===== src/rtl/core/pwbr_pkg.sv =====
package pwbr_pkg;

   localparam int BITS_PER_FRAME = 8;
   localparam int BIT_IDX_W      = $clog2(BITS_PER_FRAME + 1);
   localparam int BIT_SEL_W      = $clog2(BITS_PER_FRAME);
   localparam int RSP_DEPTH_DEF  = 8;
   localparam int PERIOD_W       = 17;
   localparam int COUNT_W        = 16;
   localparam int CSR_IDX_W      = 2;

   localparam logic [PERIOD_W-1:0] PERIOD_MIN_RST    = PERIOD_W'(54000);
   localparam logic [PERIOD_W-1:0] PERIOD_MAX_RST    = PERIOD_W'(66000);
   localparam logic [COUNT_W-1:0]  ONE_THRESHOLD_RST = COUNT_W'(30000);

   localparam logic [CSR_IDX_W-1:0] CSR_PERIOD_MIN    = 2'd0;
   localparam logic [CSR_IDX_W-1:0] CSR_PERIOD_MAX    = 2'd1;
   localparam logic [CSR_IDX_W-1:0] CSR_ONE_THRESHOLD = 2'd2;

   localparam logic REQ_CAPTURE = 1'b0;
   localparam logic REQ_IDLE    = 1'b1;

   typedef enum logic [1:0] {
      EV_BYTE = 2'd0,
      EV_LOST = 2'd1,
      EV_CONN = 2'd2,
      EV_DISC = 2'd3
   } event_code_type;

   typedef struct packed {
      logic               req_type;
      logic [COUNT_W-1:0] high_count;
      logic [COUNT_W-1:0] low_count;
   } req_word_type;

   typedef struct packed {
      event_code_type event_code;
      logic [7:0]     data_byte;
      logic           last;
   } rsp_word_type;

   typedef struct packed {
      logic [PERIOD_W-1:0] period_min;
      logic [PERIOD_W-1:0] period_max;
      logic [COUNT_W-1:0]  one_threshold;
   } cfg_type;

   typedef struct packed {
      logic         push0;
      logic         push1;
      rsp_word_type res0;
      rsp_word_type res1;
   } rsp_push_type;

endpackage


===== src/rtl/core/pwbr_decoder.sv =====
module pwbr_decoder
   import pwbr_pkg::*;
(
   input  logic         clock,
   input  logic         reset,
   input  logic         accept,
   input  req_word_type req_word,
   input  cfg_type      cfg,
   output rsp_push_type push
);

   logic                 stage_valid_ff;
   req_word_type         stage_word_ff;

   logic [BITS_PER_FRAME-1:0] bit_store_ff, bit_store_in;
   logic [BIT_IDX_W-1:0]      bit_index_ff, bit_index_in;
   logic                      parity_ff, parity_in;
   logic [1:0]                tally_ff, tally_in;
   logic                      link_ff, link_in;

   logic                 one_bit;
   logic                 data_bit;
   logic                 in_range;
   logic [PERIOD_W-1:0]  period;
   logic [7:0]           full_byte;
   event_code_type       toggle_code;

   always_ff @(posedge clock) begin
      if (reset) begin
         stage_valid_ff <= 1'b0;
      end else begin
         stage_valid_ff <= accept;
      end
   end

   always_ff @(posedge clock) begin
      if (accept) begin
         stage_word_ff <= req_word;
      end
   end

   assign one_bit  = stage_word_ff.high_count > cfg.one_threshold;
   assign data_bit = (tally_ff == 2'd2) && !parity_ff;
   assign period   = {1'b0, stage_word_ff.high_count} + {1'b0, stage_word_ff.low_count};
   assign in_range = (period < cfg.period_max) && (period > cfg.period_min);
   assign toggle_code = link_ff ? EV_DISC : EV_CONN;

   // bit_store[0] is the msb of the byte, last bit comes from the idle word
   always_comb begin
      for (int i = 0; i < BITS_PER_FRAME - 1; i++) begin
         full_byte[BITS_PER_FRAME-1-i] = bit_store_ff[i];
      end
      full_byte[0] = one_bit;
   end

   always_comb begin
      bit_store_in = bit_store_ff;
      bit_index_in = bit_index_ff;
      parity_in    = parity_ff;
      tally_in     = tally_ff;
      link_in      = link_ff;
      push         = '0;
      push.res0.event_code = EV_LOST;
      push.res1.event_code = EV_LOST;
      if (stage_valid_ff) begin
         if (stage_word_ff.req_type == REQ_CAPTURE) begin
            parity_in = !parity_ff;
            if (tally_ff != 2'd2) begin
               tally_in = tally_ff + 2'd1;
            end
            if (data_bit && (bit_index_ff < BIT_IDX_W'(BITS_PER_FRAME))) begin
               bit_index_in = bit_index_ff + BIT_IDX_W'(1);
               if (in_range) begin
                  bit_store_in[bit_index_ff[BIT_SEL_W-1:0]] = one_bit;
               end
            end
         end else if (tally_ff == 2'd2) begin
            bit_index_in = '0;
            tally_in     = '0;
            parity_in    = 1'b0;
            push.push0   = 1'b1;
            if (bit_index_ff == BIT_IDX_W'(BITS_PER_FRAME - 1)) begin
               bit_store_in[BITS_PER_FRAME-1] = one_bit;
               push.res0.event_code = EV_BYTE;
               push.res0.data_byte  = full_byte;
               push.res0.last       = 1'b1;
               link_in              = 1'b1;
            end else if (parity_ff) begin
               // lost byte, then the link toggles
               push.push1           = 1'b1;
               push.res1.event_code = toggle_code;
               push.res1.last       = 1'b1;
               link_in              = !link_ff;
            end else begin
               push.res0.last = 1'b1;
            end
         end else if (tally_ff == 2'd1) begin
            bit_index_in         = '0;
            tally_in             = '0;
            parity_in            = 1'b0;
            push.push0           = 1'b1;
            push.res0.event_code = toggle_code;
            push.res0.last       = 1'b1;
            link_in              = !link_ff;
         end
      end
   end

   always_ff @(posedge clock) begin
      if (reset) begin
         bit_store_ff <= '0;
         bit_index_ff <= '0;
         parity_ff    <= 1'b0;
         tally_ff     <= '0;
         link_ff      <= 1'b0;
      end else begin
         bit_store_ff <= bit_store_in;
         bit_index_ff <= bit_index_in;
         parity_ff    <= parity_in;
         tally_ff     <= tally_in;
         link_ff      <= link_in;
      end
   end

endmodule


===== src/rtl/core/pwbr_rsp_fifo.sv =====
module pwbr_rsp_fifo
   import pwbr_pkg::*;
#(
   parameter int RSP_DEPTH = RSP_DEPTH_DEF
) (
   input  logic         clock,
   input  logic         reset,
   input  rsp_push_type push,
   input  logic         pop,
   output logic         room,
   output logic         rsp_valid,
   output rsp_word_type rsp_word
);

   localparam int PTR_W = $clog2(RSP_DEPTH);
   localparam int CNT_W = $clog2(RSP_DEPTH + 1);

   rsp_word_type           mem_ff [RSP_DEPTH];
   logic [PTR_W-1:0]       wptr_ff, wptr_in;
   logic [PTR_W-1:0]       rptr_ff, rptr_in;
   logic [CNT_W-1:0]       count_ff, count_in;
   logic [PTR_W-1:0]       wptr_next;
   logic [1:0]             n_push;

   assign wptr_next = wptr_ff + PTR_W'(1);
   assign n_push    = {1'b0, push.push0} + {1'b0, push.push1};

   always_comb begin
      wptr_in  = wptr_ff + PTR_W'(n_push);
      rptr_in  = pop ? rptr_ff + PTR_W'(1) : rptr_ff;
      count_in = count_ff + CNT_W'(n_push) - CNT_W'(pop);
   end

   always_ff @(posedge clock) begin
      if (push.push0) begin
         mem_ff[wptr_ff] <= push.res0;
      end
      if (push.push1) begin
         mem_ff[wptr_next] <= push.res1;
      end
   end

   always_ff @(posedge clock) begin
      if (reset) begin
         wptr_ff  <= '0;
         rptr_ff  <= '0;
         count_ff <= '0;
      end else begin
         wptr_ff  <= wptr_in;
         rptr_ff  <= rptr_in;
         count_ff <= count_in;
      end
   end

   // room for the word in the stage and one more, two results each
   assign room      = count_ff <= CNT_W'(RSP_DEPTH - 4);
   assign rsp_valid = count_ff != '0;
   assign rsp_word  = mem_ff[rptr_ff];

endmodule


===== src/rtl/core/pwm_width_byte_receiver_unit.sv =====
// Pulse-width byte receiver. Capture words (high and low count of one period)
// and idle words enter on req_; every second capture after the first is a data
// bit, and an idle word closes the frame with a byte, a lost-byte report and/or
// a connect/disconnect event on rsp_. One word is accepted per cycle unless
// req_stall is high (the response queue holds over RSP_DEPTH - 4 words). An
// idle word can give two results, which leave one per cycle unless rsp_stall is
// high, through the queue's single read port. Thresholds go via csr_ (always
// ready); the user writes them only when idle, which the block doesn't enforce.
module pwm_width_byte_receiver_unit
   import pwbr_pkg::*;
#(
   parameter int RSP_DEPTH = RSP_DEPTH_DEF
) (
   input  logic                 clock,
   input  logic                 reset,
   input  logic                 req_valid,
   output logic                 req_stall,
   input  req_word_type         req_word,
   output logic                 rsp_valid,
   input  logic                 rsp_stall,
   output rsp_word_type         rsp_word,
   input  logic                 csr_valid,
   output logic                 csr_ready,
   input  logic [CSR_IDX_W-1:0] csr_index,
   input  logic [PERIOD_W-1:0]  csr_wdata
);

   cfg_type      cfg_ff;
   rsp_push_type push;
   logic         room;
   logic         accept;
   logic         pop;

   assign csr_ready = 1'b1;
   assign req_stall = !room;
   assign accept    = req_valid && room;
   assign pop       = rsp_valid && !rsp_stall;

   always_ff @(posedge clock) begin
      if (reset) begin
         cfg_ff.period_min    <= PERIOD_MIN_RST;
         cfg_ff.period_max    <= PERIOD_MAX_RST;
         cfg_ff.one_threshold <= ONE_THRESHOLD_RST;
      end else if (csr_valid && csr_ready) begin
         unique case (csr_index)
            CSR_PERIOD_MIN:    cfg_ff.period_min    <= csr_wdata;
            CSR_PERIOD_MAX:    cfg_ff.period_max    <= csr_wdata;
            CSR_ONE_THRESHOLD: cfg_ff.one_threshold <= csr_wdata[COUNT_W-1:0];
            default: ;
         endcase
      end
   end

   pwbr_decoder u_decoder (
      .clock    (clock),
      .reset    (reset),
      .accept   (accept),
      .req_word (req_word),
      .cfg      (cfg_ff),
      .push     (push)
   );

   pwbr_rsp_fifo #(
      .RSP_DEPTH (RSP_DEPTH)
   ) u_rsp_fifo (
      .clock     (clock),
      .reset     (reset),
      .push      (push),
      .pop       (pop),
      .room      (room),
      .rsp_valid (rsp_valid),
      .rsp_word  (rsp_word)
   );

endmodule


===== config.mk =====
export PLATFORM = sky130hd
export DESIGN_NAME = pwm_width_byte_receiver_unit
export DESIGN_NICKNAME = d
export VERILOG_FILES = /design/src/rtl/core/pwbr_pkg.sv /design/src/rtl/core/pwbr_decoder.sv /design/src/rtl/core/pwbr_rsp_fifo.sv /design/src/rtl/core/pwm_width_byte_receiver_unit.sv
export SDC_FILE = /design/constraint.sdc
export NUM_CORES = 1
export LEC_CHECK = 0
export BUFFER_PORTS_ARGS = -buffer_cell sky130_fd_sc_hd__buf_2
export CAP_MARGIN = 20
export CELL_PAD_IN_SITES_DETAIL_PLACEMENT = 1
export CELL_PAD_IN_SITES_GLOBAL_PLACEMENT = 1
export CORE_ASPECT_RATIO = 0.5
export CORE_MARGIN = 10
export CORE_UTILIZATION = 38
export CTS_BUF_LIST = sky130_fd_sc_hd__clkbuf_16
export CTS_CLUSTER_SIZE = 20
export DETAILED_ROUTE_END_ITERATION = 6
export MAX_ROUTING_LAYER = met4
export PLACE_DENSITY = 0.69
export SKIP_CTS_REPAIR_TIMING = 1
export SYNTH_ARGS = -nofsm -noshare
export SYNTH_HDL_FRONTEND = slang
export SYNTH_HIERARCHICAL = 1
export SYNTH_SLANG_ARGS = --single-unit

===== constraint.sdc =====
create_clock -name clock -period 7.15 [get_ports clock]
set_input_delay 0.715 -clock clock [delete_from_list [all_inputs] [get_ports clock]]
set_output_delay 0.715 -clock clock [all_outputs]
set_load 0.02 [all_outputs]

==> results of run 1 <==
==> kinds of logic after synthesis <==
logic type	synth area share [%]
AND/OR/NAND/NOR	11.5
XOR/XNOR	1.83
buffers and inverters	5.32
adder cells (fa/ha/maj)	9.25
other	0.0662
flip-flops	46.0
AO/OA/AOI/OAI	6.32
multiplexers	19.7
==> through the flow <==
stage	hold WS [ns]	std cells	util, %
6_report	0.433	1416	43.2
5_1_grt	0.406	1416	43.2
4_1_cts	0.404	1415	43.2
3_5_place_dp	0.462	1383	41.2
3_3_place_gp	0.460	1382	41.1
2_1_floorplan	0.443	954	-
==> flip-flops by register name (all words and copies together), names as in the netlist, named ones only <==
signal                    cells
u_decoder/stage_valid_ff      1
u_decoder/stage_word_ff      33
cfg_ff                       50
u_rsp_fifo/mem_ff            88
u_decoder/link_ff             1
u_decoder/tally_ff            2
u_decoder/bit_index_ff        4
u_decoder/parity_ff           1
u_rsp_fifo/rptr_ff            3
u_decoder/bit_store_ff        7
u_rsp_fifo/wptr_ff            3
u_rsp_fifo/count_ff           4
==> how the worst max path moves through the flow <==
stage,to,slack (ns),cells after the start
2_1_floorplan,u_decoder/bit_store_ff[2],3.43,16
4_1_cts,u_decoder/bit_store_ff[2],2.79,16
3_3_place_gp,u_decoder/bit_store_ff[2],2.98,16
6_report,u_decoder/bit_store_ff[2],2.81,16
3_5_place_dp,u_decoder/bit_store_ff[2],2.85,16
5_1_grt,u_decoder/bit_store_ff[3],2.48,16
==> power by group through the flow <==
stage	Sequential, W	Clock [W]	Combinational, W
global placement	0.00141	0	0.00106
global route	0.00140	0.00107	0.00125
CTS	0.00139	0.00101	0.00111
finish	0.00138	0.000985	0.00110
detailed placement	0.00141	0	0.00110
floorplan	0.00136	0	0.000842
==> metal layers <==
layer | track usage [%] | part of all wire [%] | vias to the layer above
li1 | - | - | 3557
met1 | 17.7 | 44 | 3604
met2 | 26.3 | 51 | 110
met3 | 2.72 | 2.8 | 32
met4 | 5.26 | 2.0 | 0
met5 | - | 0 | -
==> area by class of cell <==
type                    count  area, um^2
inverters                  73         274
multi-input cells         634        5570
fillers                  3178       16600
repair buffers             86         477
clock inverters            15         164
well taps                 391         489
flip-flops and latches    200        5220
clock buffers              17         425
==> cell usage in the layout (no fill, tap or decap), types with 28 or more instances in the layout <==
cell type and n:
a21oi_1 28, buf_2 69, dfxtp_1 78, edfxtp_1 121
ha_1 79, inv_1 72, mux2_2 99, mux2i_1 59
nand2b_1 61, nor2_1 66
==> critical path, cell delays in order, from the launching register on <==
cell	delay [ns]
edfxtp_1	0.36
ha_1	0.21
inv_1	0.07
fa_1	0.42
nor2b_1	0.13
o21ai_1	0.09
a211oi_1	0.45
nor3_1	0.13
a211oi_1	0.37
xnor2_1	0.21
ha_1	0.30
a21o_1	0.19
a21o_1	0.20
a2111oi_4	0.48
nand2_2	0.14
a211oi_1	0.31
mux2i_1	0.22
==> metrics.csv, run 1 <==
metric,value,unit
flop2flop setup slack,2.81,ns
peak supply drop,0.202,mV
Async SR Flop Fraction,0,%
status,"complete, no violations",
"area leader, netlist",edfxtp_1,
clk buf depth,2,
detailed-route DRC error count,0,
crit path max fanout,4,
Sw Share,33.5,%
final setup TNS,0,ns
crit path kind,reg -> reg,
number of synthesized register bits,200,
critical path launch point type,flop,
die area,37600,um^2
design area,12600,um^2
total number of H-tree levels,4,
Post-synth top flop,edfxtp_1,
total power,0.00347,W
RD Place Congestion,0.822,
Flop pwr share,39.9,%
pwr dens,275,nW/um^2
fin. max-slew vios,0,
WP data required,7.53,ns
PortBufs,69,
Netlist Area Pre-Place,11300,um^2
DR vias/cell,5.16,
Int Pwr,0.00231,W
Hold Crit Class,in -> reg,
Comb power frac,31.8,%
Rows,44,
vias post-DR,7303,
worst rel slew slack,38.1,%
drt first-iter violations,360,
largest net degree at the start of global routing,105,
Area Growth Syn to Fin,11.2,%
post-place setup slack,2.85,ns
gr usage total,15.2,%
"Period Utilization, post-route",60.6,%
total core area,29200,um^2
top-count cell post-synth,edfxtp_1,
WHS Path Cells,1,
setup ws final,2.81,ns
width of the die,264,um
Worst-Skew Late Latency,0.46,ns
HP Start,req_word[32],
NetSw,0.00116,W
clock root cell,clkbuf_16,
Worst Path Arrival,4.72,ns
Worst R2R End,u_decoder/bit_store_ff[2],
main area contributors after synthesis,"edfxtp_1, dfxtp_1, mux2_2",
drt total wl,27100,um
gr ovfl total,0,
share of the synthesized area in the top cell type,32.0,%
# setup viols final,0,
Post-synth EDFFs,121,
Die Ht,142,um
origin of the critical flop-to-flop path,u_decoder/stage_word_ff[16],
DRT antenna net count,0,
nature of the critical path endpoint,flop,
Initial Util,38.9,%
Final min period,4.34,ns
Cell variety after synth,72,
vias in the first global route,8063,
Worst Skew,0.0109,ns
leak pwr,5.11,nW
fmax,231,MHz
CTS tree,built,
first-pass GRT wire length,43900,um
Avg WL per Cell,19.1,um
Slew @ Worst Pin,0.928,ns
number of antenna diodes,0,
initial antenna violation count,0,
HPWL after detailed placement,19300,um
Reg2Reg Depth,16,
nets,1151,
Post-synth top cells,"edfxtp_1, mux2_2, dfxtp_1, ha_1, inv_1",
post-synthesis sequential area ratio,46.0,%
first drt pass iteration count,4,
CTS sink count,200,
DP Area,12000,um^2
clk slew on worst S/H paths,0.07,ns
Worst Hold End,u_decoder/stage_word_ff[32],
syn avg cell area,12.0,um^2
Gate Count Post-Synth,947,
Setup crit start,u_decoder/stage_word_ff[16],
clock share of power,28.4,%
CTS Buf Count,17,
RSZ-0062 raised after global routing,false,
final hold violations,0,
layout cells sized above 1,24.3,%
max cap viols,0,
Synth warnings,6,
Ports,71,
Note: power is estimated with default switching activity, not from simulation.
==> run 2: changes to the inputs <==
Clock period 7.15 ns to 4.05 ns, I/O delays scaled along.
==> metrics.csv, run 2 (synthesized netlist as in run 1, its figures left out) <==
metric,value,unit,change
total power,0.00614,W,+77%
Multi-input gate area,5720,um^2,+2.8%
"commonest non-fill, non-tap cell in the layout",edfxtp_1,,
HPWL after detailed placement,20100,um,+4.3%
number of antenna diodes,0,,unchanged
RD Place Congestion,0.865,,+5.2%
clock root cell,clkbuf_16,,
HP Start,req_word[16],,
final hold violations,0,,unchanged
detailed-route DRC error count,0,,unchanged
Flop pwr share,39.4,%,-0.5 points
first-pass GRT wire length,44700,um,+1.9%
Hold Crit Class,in -> reg,,
status,"complete, no violations",,
Slew @ Worst Pin,1.03,ns,+0.100 ns
WP data required,4.37,ns,-3.16 ns
peak supply drop,0.264,mV,+30%
critical path launch point type,flop,,
total core area,29200,um^2,unchanged
crit path kind,reg -> reg,,
nature of the critical path endpoint,flop,,
Avg WL per Cell,19.7,um,+3.0%
max FFs per register,88,,unchanged
Area Growth Syn to Fin,13.1,%,
max cap viols,0,,unchanged
pwr dens,479,nW/um^2,+74%
"Period Utilization, post-route",96.7,%,+36 points
Ports,71,,unchanged
vias in the first global route,8102,,+0.48%
PortBufs,69,,unchanged
NetSw,0.00210,W,+81%
origin of the critical flop-to-flop path,u_decoder/stage_word_ff[17],,
DRT antenna net count,0,,unchanged
drt total wl,28200,um,+4.1%
Setup crit start,u_decoder/stage_word_ff[17],,
Layout fillers,3125,,-1.7%
register area,5220,um^2,about the same
vias post-DR,7443,,+1.9%
Int Pwr,0.00404,W,+75%
CTS sink count,200,,unchanged
DR vias/cell,5.20,,+0.92%
"commonest non-fill, non-tap cells in the layout","edfxtp_1, mux2_2, dfxtp_1",,
Initial Util,38.9,%,unchanged
Worst Skew,0.0101,ns,-0.000808 ns
drt first-iter violations,285,,-21%
gr ovfl total,0,,unchanged
width of the die,264,um,unchanged
total number of H-tree levels,4,,unchanged
gr usage total,15.5,%,+0.34 points
crit path max fanout,7,,+3
final setup TNS,0,ns,unchanged
Sw Share,34.2,%,+0.68 points
die area,37600,um^2,unchanged
first drt pass iteration count,4,,unchanged
layout cells sized above 1,27.4,%,+3.1 points
clk buf depth,2,,unchanged
initial antenna violation count,0,,unchanged
top flop regs,"u_rsp_fifo/mem_ff: 88 flops, cfg_ff: 50 flops, u_decoder/stage_word_ff: 33 flops",,
nets,1166,,+1.3%
worst rel slew slack,31.4,%,-6.7 points
Largest Register,u_rsp_fifo/mem_ff,,
clk slew on worst S/H paths,0.07,ns,about the same
Die Ht,142,um,unchanged
leak pwr,5.17,nW,+1.3%
Worst-Skew Late Latency,0.45,ns,about the same
Worst Path Arrival,4.24,ns,-0.48 ns
# setup viols final,0,,unchanged
largest net degree at the start of global routing,61,,-42%
Rows,44,,unchanged
Comb power frac,34.9,%,+3.1 points
CTS Buf Count,17,,unchanged
fmax,255,MHz,+11%
fin. max-slew vios,0,,unchanged
clock share of power,25.7,%,-2.7 points
CTS tree,built,,
Final min period,3.92,ns,-0.419 ns
==> run 2: changes by cell type in the layout (fill, tap and decap cells not counted), moves of 2 or more <==
cell       delta
buf_4        +15
a211oi_1      -6
ha_1          -6
a211oi_2      +5
ha_4          +5
o21ai_2       +4
o21ai_1       -3
bufinv_16     -2
==> run 2: worst paths after layout <==
kind / endpoint / slack [ns] / cells past startpoint
worst min register to register: u_decoder/bit_store_ff[4] / 0.47 / 2
worst max register to register: u_decoder/bit_store_ff[3] / 0.13 / 14
worst max-delay path: u_decoder/bit_store_ff[3] / 0.13 / 14
worst min-delay path: u_decoder/stage_word_ff[16] / 0.12 / 1
==> run 2: power by group through the flow <==
stage	registers, W	clock network (W)	logic (W)
2_1_floorplan	0.00240	0	0.00149
5_1_grt	0.00244	0.00172	0.00243
3_5_place_dp	0.00246	0	0.00203
4_1_cts	0.00241	0.00163	0.00205
3_3_place_gp	0.00245	0	0.00195
6_report	0.00242	0.00158	0.00214
==> run 2: layout make-up <==
cell class | count | area share [%]
multi-input cells | 634 | 44.6
flip-flops and latches | 200 | 40.7
repair buffers | 101 | 4.66
well taps | 391 | 3.82
clock buffers | 17 | 3.32
inverters | 73 | 2.14
clock inverters | 14 | 0.781
==> run 2: layer usage <==
| layer | part of all wire (%) | global-route usage [%] | wire, um |
|---|---|---|---|
| met5 | 0 | - | 0 |
| met2 | 52 | 28.1 | 14700 |
| met3 | 3.4 | 3.35 | 946 |
| met4 | 1.4 | 4.58 | 401 |
| met1 | 43 | 17.0 | 12100 |
==> run 2: worst max-delay path, cell delays in order, from the launching register on <==
cell      delay (ns)
edfxtp_1        0.45
ha_4            0.25
a211oi_2        0.21
o211ai_1        0.17
a211oi_2        0.33
o21ai_2         0.13
nor4b_2         0.17
or3_4           0.39
ha_4            0.28
nand4_1         0.13
or4_4           0.56
o32a_4          0.36
nand4b_1        0.15
a211oi_4        0.05
mux2i_1         0.13
==> run 2: metrics by stage <==
stage | hold slack, ns | setup WS (ns) | util [%] | instances | cell area [um^2]
after floorplan | 0.443 | 0.335 | - | 954 | 11400
after global placement | 0.461 | 0.109 | 41.5 | 1396 | 12100
after detailed placement | 0.464 | -0.109 | 41.5 | 1396 | 12100
after CTS | 0.0898 | -0.117 | 43.3 | 1427 | 12600
after global routing | 0.0964 | -0.0429 | 43.9 | 1430 | 12800
final | 0.124 | 0.134 | 43.9 | 1430 | 12800
==> run 3: changes to the inputs <==
Settings changed: CORE_UTILIZATION 38 to 52, CTS_BUF_LIST sky130_fd_sc_hd__clkbuf_16 to sky130_fd_sc_hd__clkbuf_8, PLACE_DENSITY 0.69 to 0.88.
==> metrics.csv, run 3 (synthesized netlist as in run 1, its figures left out) <==
metric,value,unit,change
RSZ-0062 raised after global routing,true,,
initial antenna violation count,0,,unchanged
critical path launch point type,flop,,
PortBufs,69,,unchanged
Slew @ Worst Pin,0.942,ns,-0.0864 ns
M2 GR Usage,37.6,%,+9.5 points
Ports,71,,unchanged
die area,28500,um^2,-24%
final setup TNS,-0.0307,ns,-0.0307 ns
layout cells sized above 1,28.8,%,+1.3 points
met1 usage,22.2,%,+5.2 points
GRT met3 Usage,3.39,%,+0.033 points
RD Place Congestion,0.897,,+3.7%
Final min period,4.08,ns,+0.164 ns
max FFs per register,88,,unchanged
first-pass GRT wire length,45200,um,+1.1%
Initial Util,52.6,%,+14 points
CTS Buf Count,17,,unchanged
top flop regs,"u_rsp_fifo/mem_ff: 88 flops, cfg_ff: 50 flops, u_decoder/stage_word_ff: 33 flops",,
total number of H-tree levels,4,,unchanged
fmax,245,MHz,-4.0%
pwr dens,474,nW/um^2,-1.0%
crit path kind,reg -> reg,,
gr ovfl total,0,,unchanged
number of antenna diodes,0,,unchanged
"Period Utilization, post-route",101,%,+4.1 points
worst rel slew slack,37.2,%,+5.8 points
clock root cell,clkbuf_8,,
HPWL after detailed placement,20900,um,+3.8%
Largest Register,u_rsp_fifo/mem_ff,,
Area Growth Syn to Fin,11.6,%,
peak supply drop,0.512,mV,+94%
"commonest non-fill, non-tap cell in the layout",edfxtp_1,,
Rows,38,,-14%
leak pwr,5.13,nW,-0.86%
Die Ht,124,um,-12%
# setup viols final,2,,+2
Worst Path Arrival,4.46,ns,+0.22 ns
status,finished with violations,,
max cap viols,0,,unchanged
detailed-route DRC error count,0,,unchanged
"commonest non-fill, non-tap cells in the layout","edfxtp_1, mux2_2, dfxtp_1",,
Hold Crit Class,in -> reg,,
nature of the critical path endpoint,flop,,
width of the die,229,um,-13%
Final Non-Filler Cells,1346,,-5.9%
setup ws final,-0.0306,ns,-0.164 ns
clk slew on worst S/H paths,0.11,ns,+0.04 ns
WP data required,4.43,ns,+0.06 ns
nets,1172,,+0.51%
gr usage total,20.6,%,+5.0 points
vias in the first global route,8344,,+3.0%
DR vias/cell,5.77,,+11%
Avg WL per Cell,22.2,um,+12%
Worst Skew,0.0117,ns,+0.00163 ns
drt total wl,29800,um,+5.9%
vias post-DR,7761,,+4.3%
largest net degree at the start of global routing,50,,-18%
total core area,21500,um^2,-26%
violated checks,negative setup slack,,
CTS tree,built,,
Worst-Skew Late Latency,0.50,ns,+0.05 ns
CTS sink count,200,,unchanged
fin. max-slew vios,0,,unchanged
placed cell count,1299,,-6.9%
final hold violations,0,,unchanged
DRT antenna net count,0,,unchanged
gr busiest metal,met2,,
crit path max fanout,7,,unchanged
first drt pass iteration count,6,,+2
clk buf depth,2,,unchanged
drt first-iter violations,397,,+39%
post-place setup slack,-0.251,ns,-0.142 ns
-- run 3: layer usage --
metal  share of wire, %  wire (um)
met1                 41      12200
met2                 53      15900
met3                2.8        840
met4                3.0        895
met5                  0          0
-- run 3: power by group --
group	leakage (nW)	internal (W)	switching, W	total [W]
sequential	1.86	0.00230	0.000118	0.00242
combinational	3.08	0.00104	0.00129	0.00233
clock	0.184	0.000450	0.000797	0.00125
total	5.13	0.00379	0.00221	0.00600
-- run 3: final timing paths --
path | from | end | depth (start not counted) | slack, ns
setup reg to reg | u_decoder/stage_word_ff[24] | u_decoder/bit_store_ff[5] | 14 | -0.03
hold / removal | req_word[31] | u_decoder/stage_word_ff[31] | 1 | 0.07
hold reg to reg | u_decoder/bit_store_ff[4] | u_decoder/bit_store_ff[4] | 2 | 0.48
setup / recovery | u_decoder/stage_word_ff[24] | u_decoder/bit_store_ff[5] | 14 | -0.03
-- run 3: stage by stage --
stage,utilization (%),cell area [um^2],hold WS [ns],total power [W]
after detailed placement,55.4,11900,0.467,0.00445
after CTS,57.2,12300,0.0379,0.00571
after global placement,55.4,11900,0.463,0.00432
after floorplan,-,11400,0.443,0.00389
final,58.8,12700,0.0690,0.00600
after global routing,58.8,12700,0.0432,0.00633
-- run 3: cell type report --
cell class	count	area [um^2]
Sequential cell	200	5220
Inverter	73	274
Clock inverter	15	143
Tap cell	300	375
Timing Repair Buffer	107	649
Multi-Input combinational cell	634	5770
Clock buffer	17	234
Fill cell	2203	8880
-- run 3: critical path, stage by stage (launching register included) --
cell and delay (ns):
edfxtp_1 0.47, ha_4 0.27, a21o_1 0.18, a21o_1 0.21
or4b_1 0.51, o21ai_0 0.15, a211oi_2 0.11, a31o_1 0.27
ha_4 0.30, nand4_1 0.15, or4_4 0.56, o32a_4 0.43
nand4b_1 0.14, a211oi_2 0.06, mux2i_1 0.15
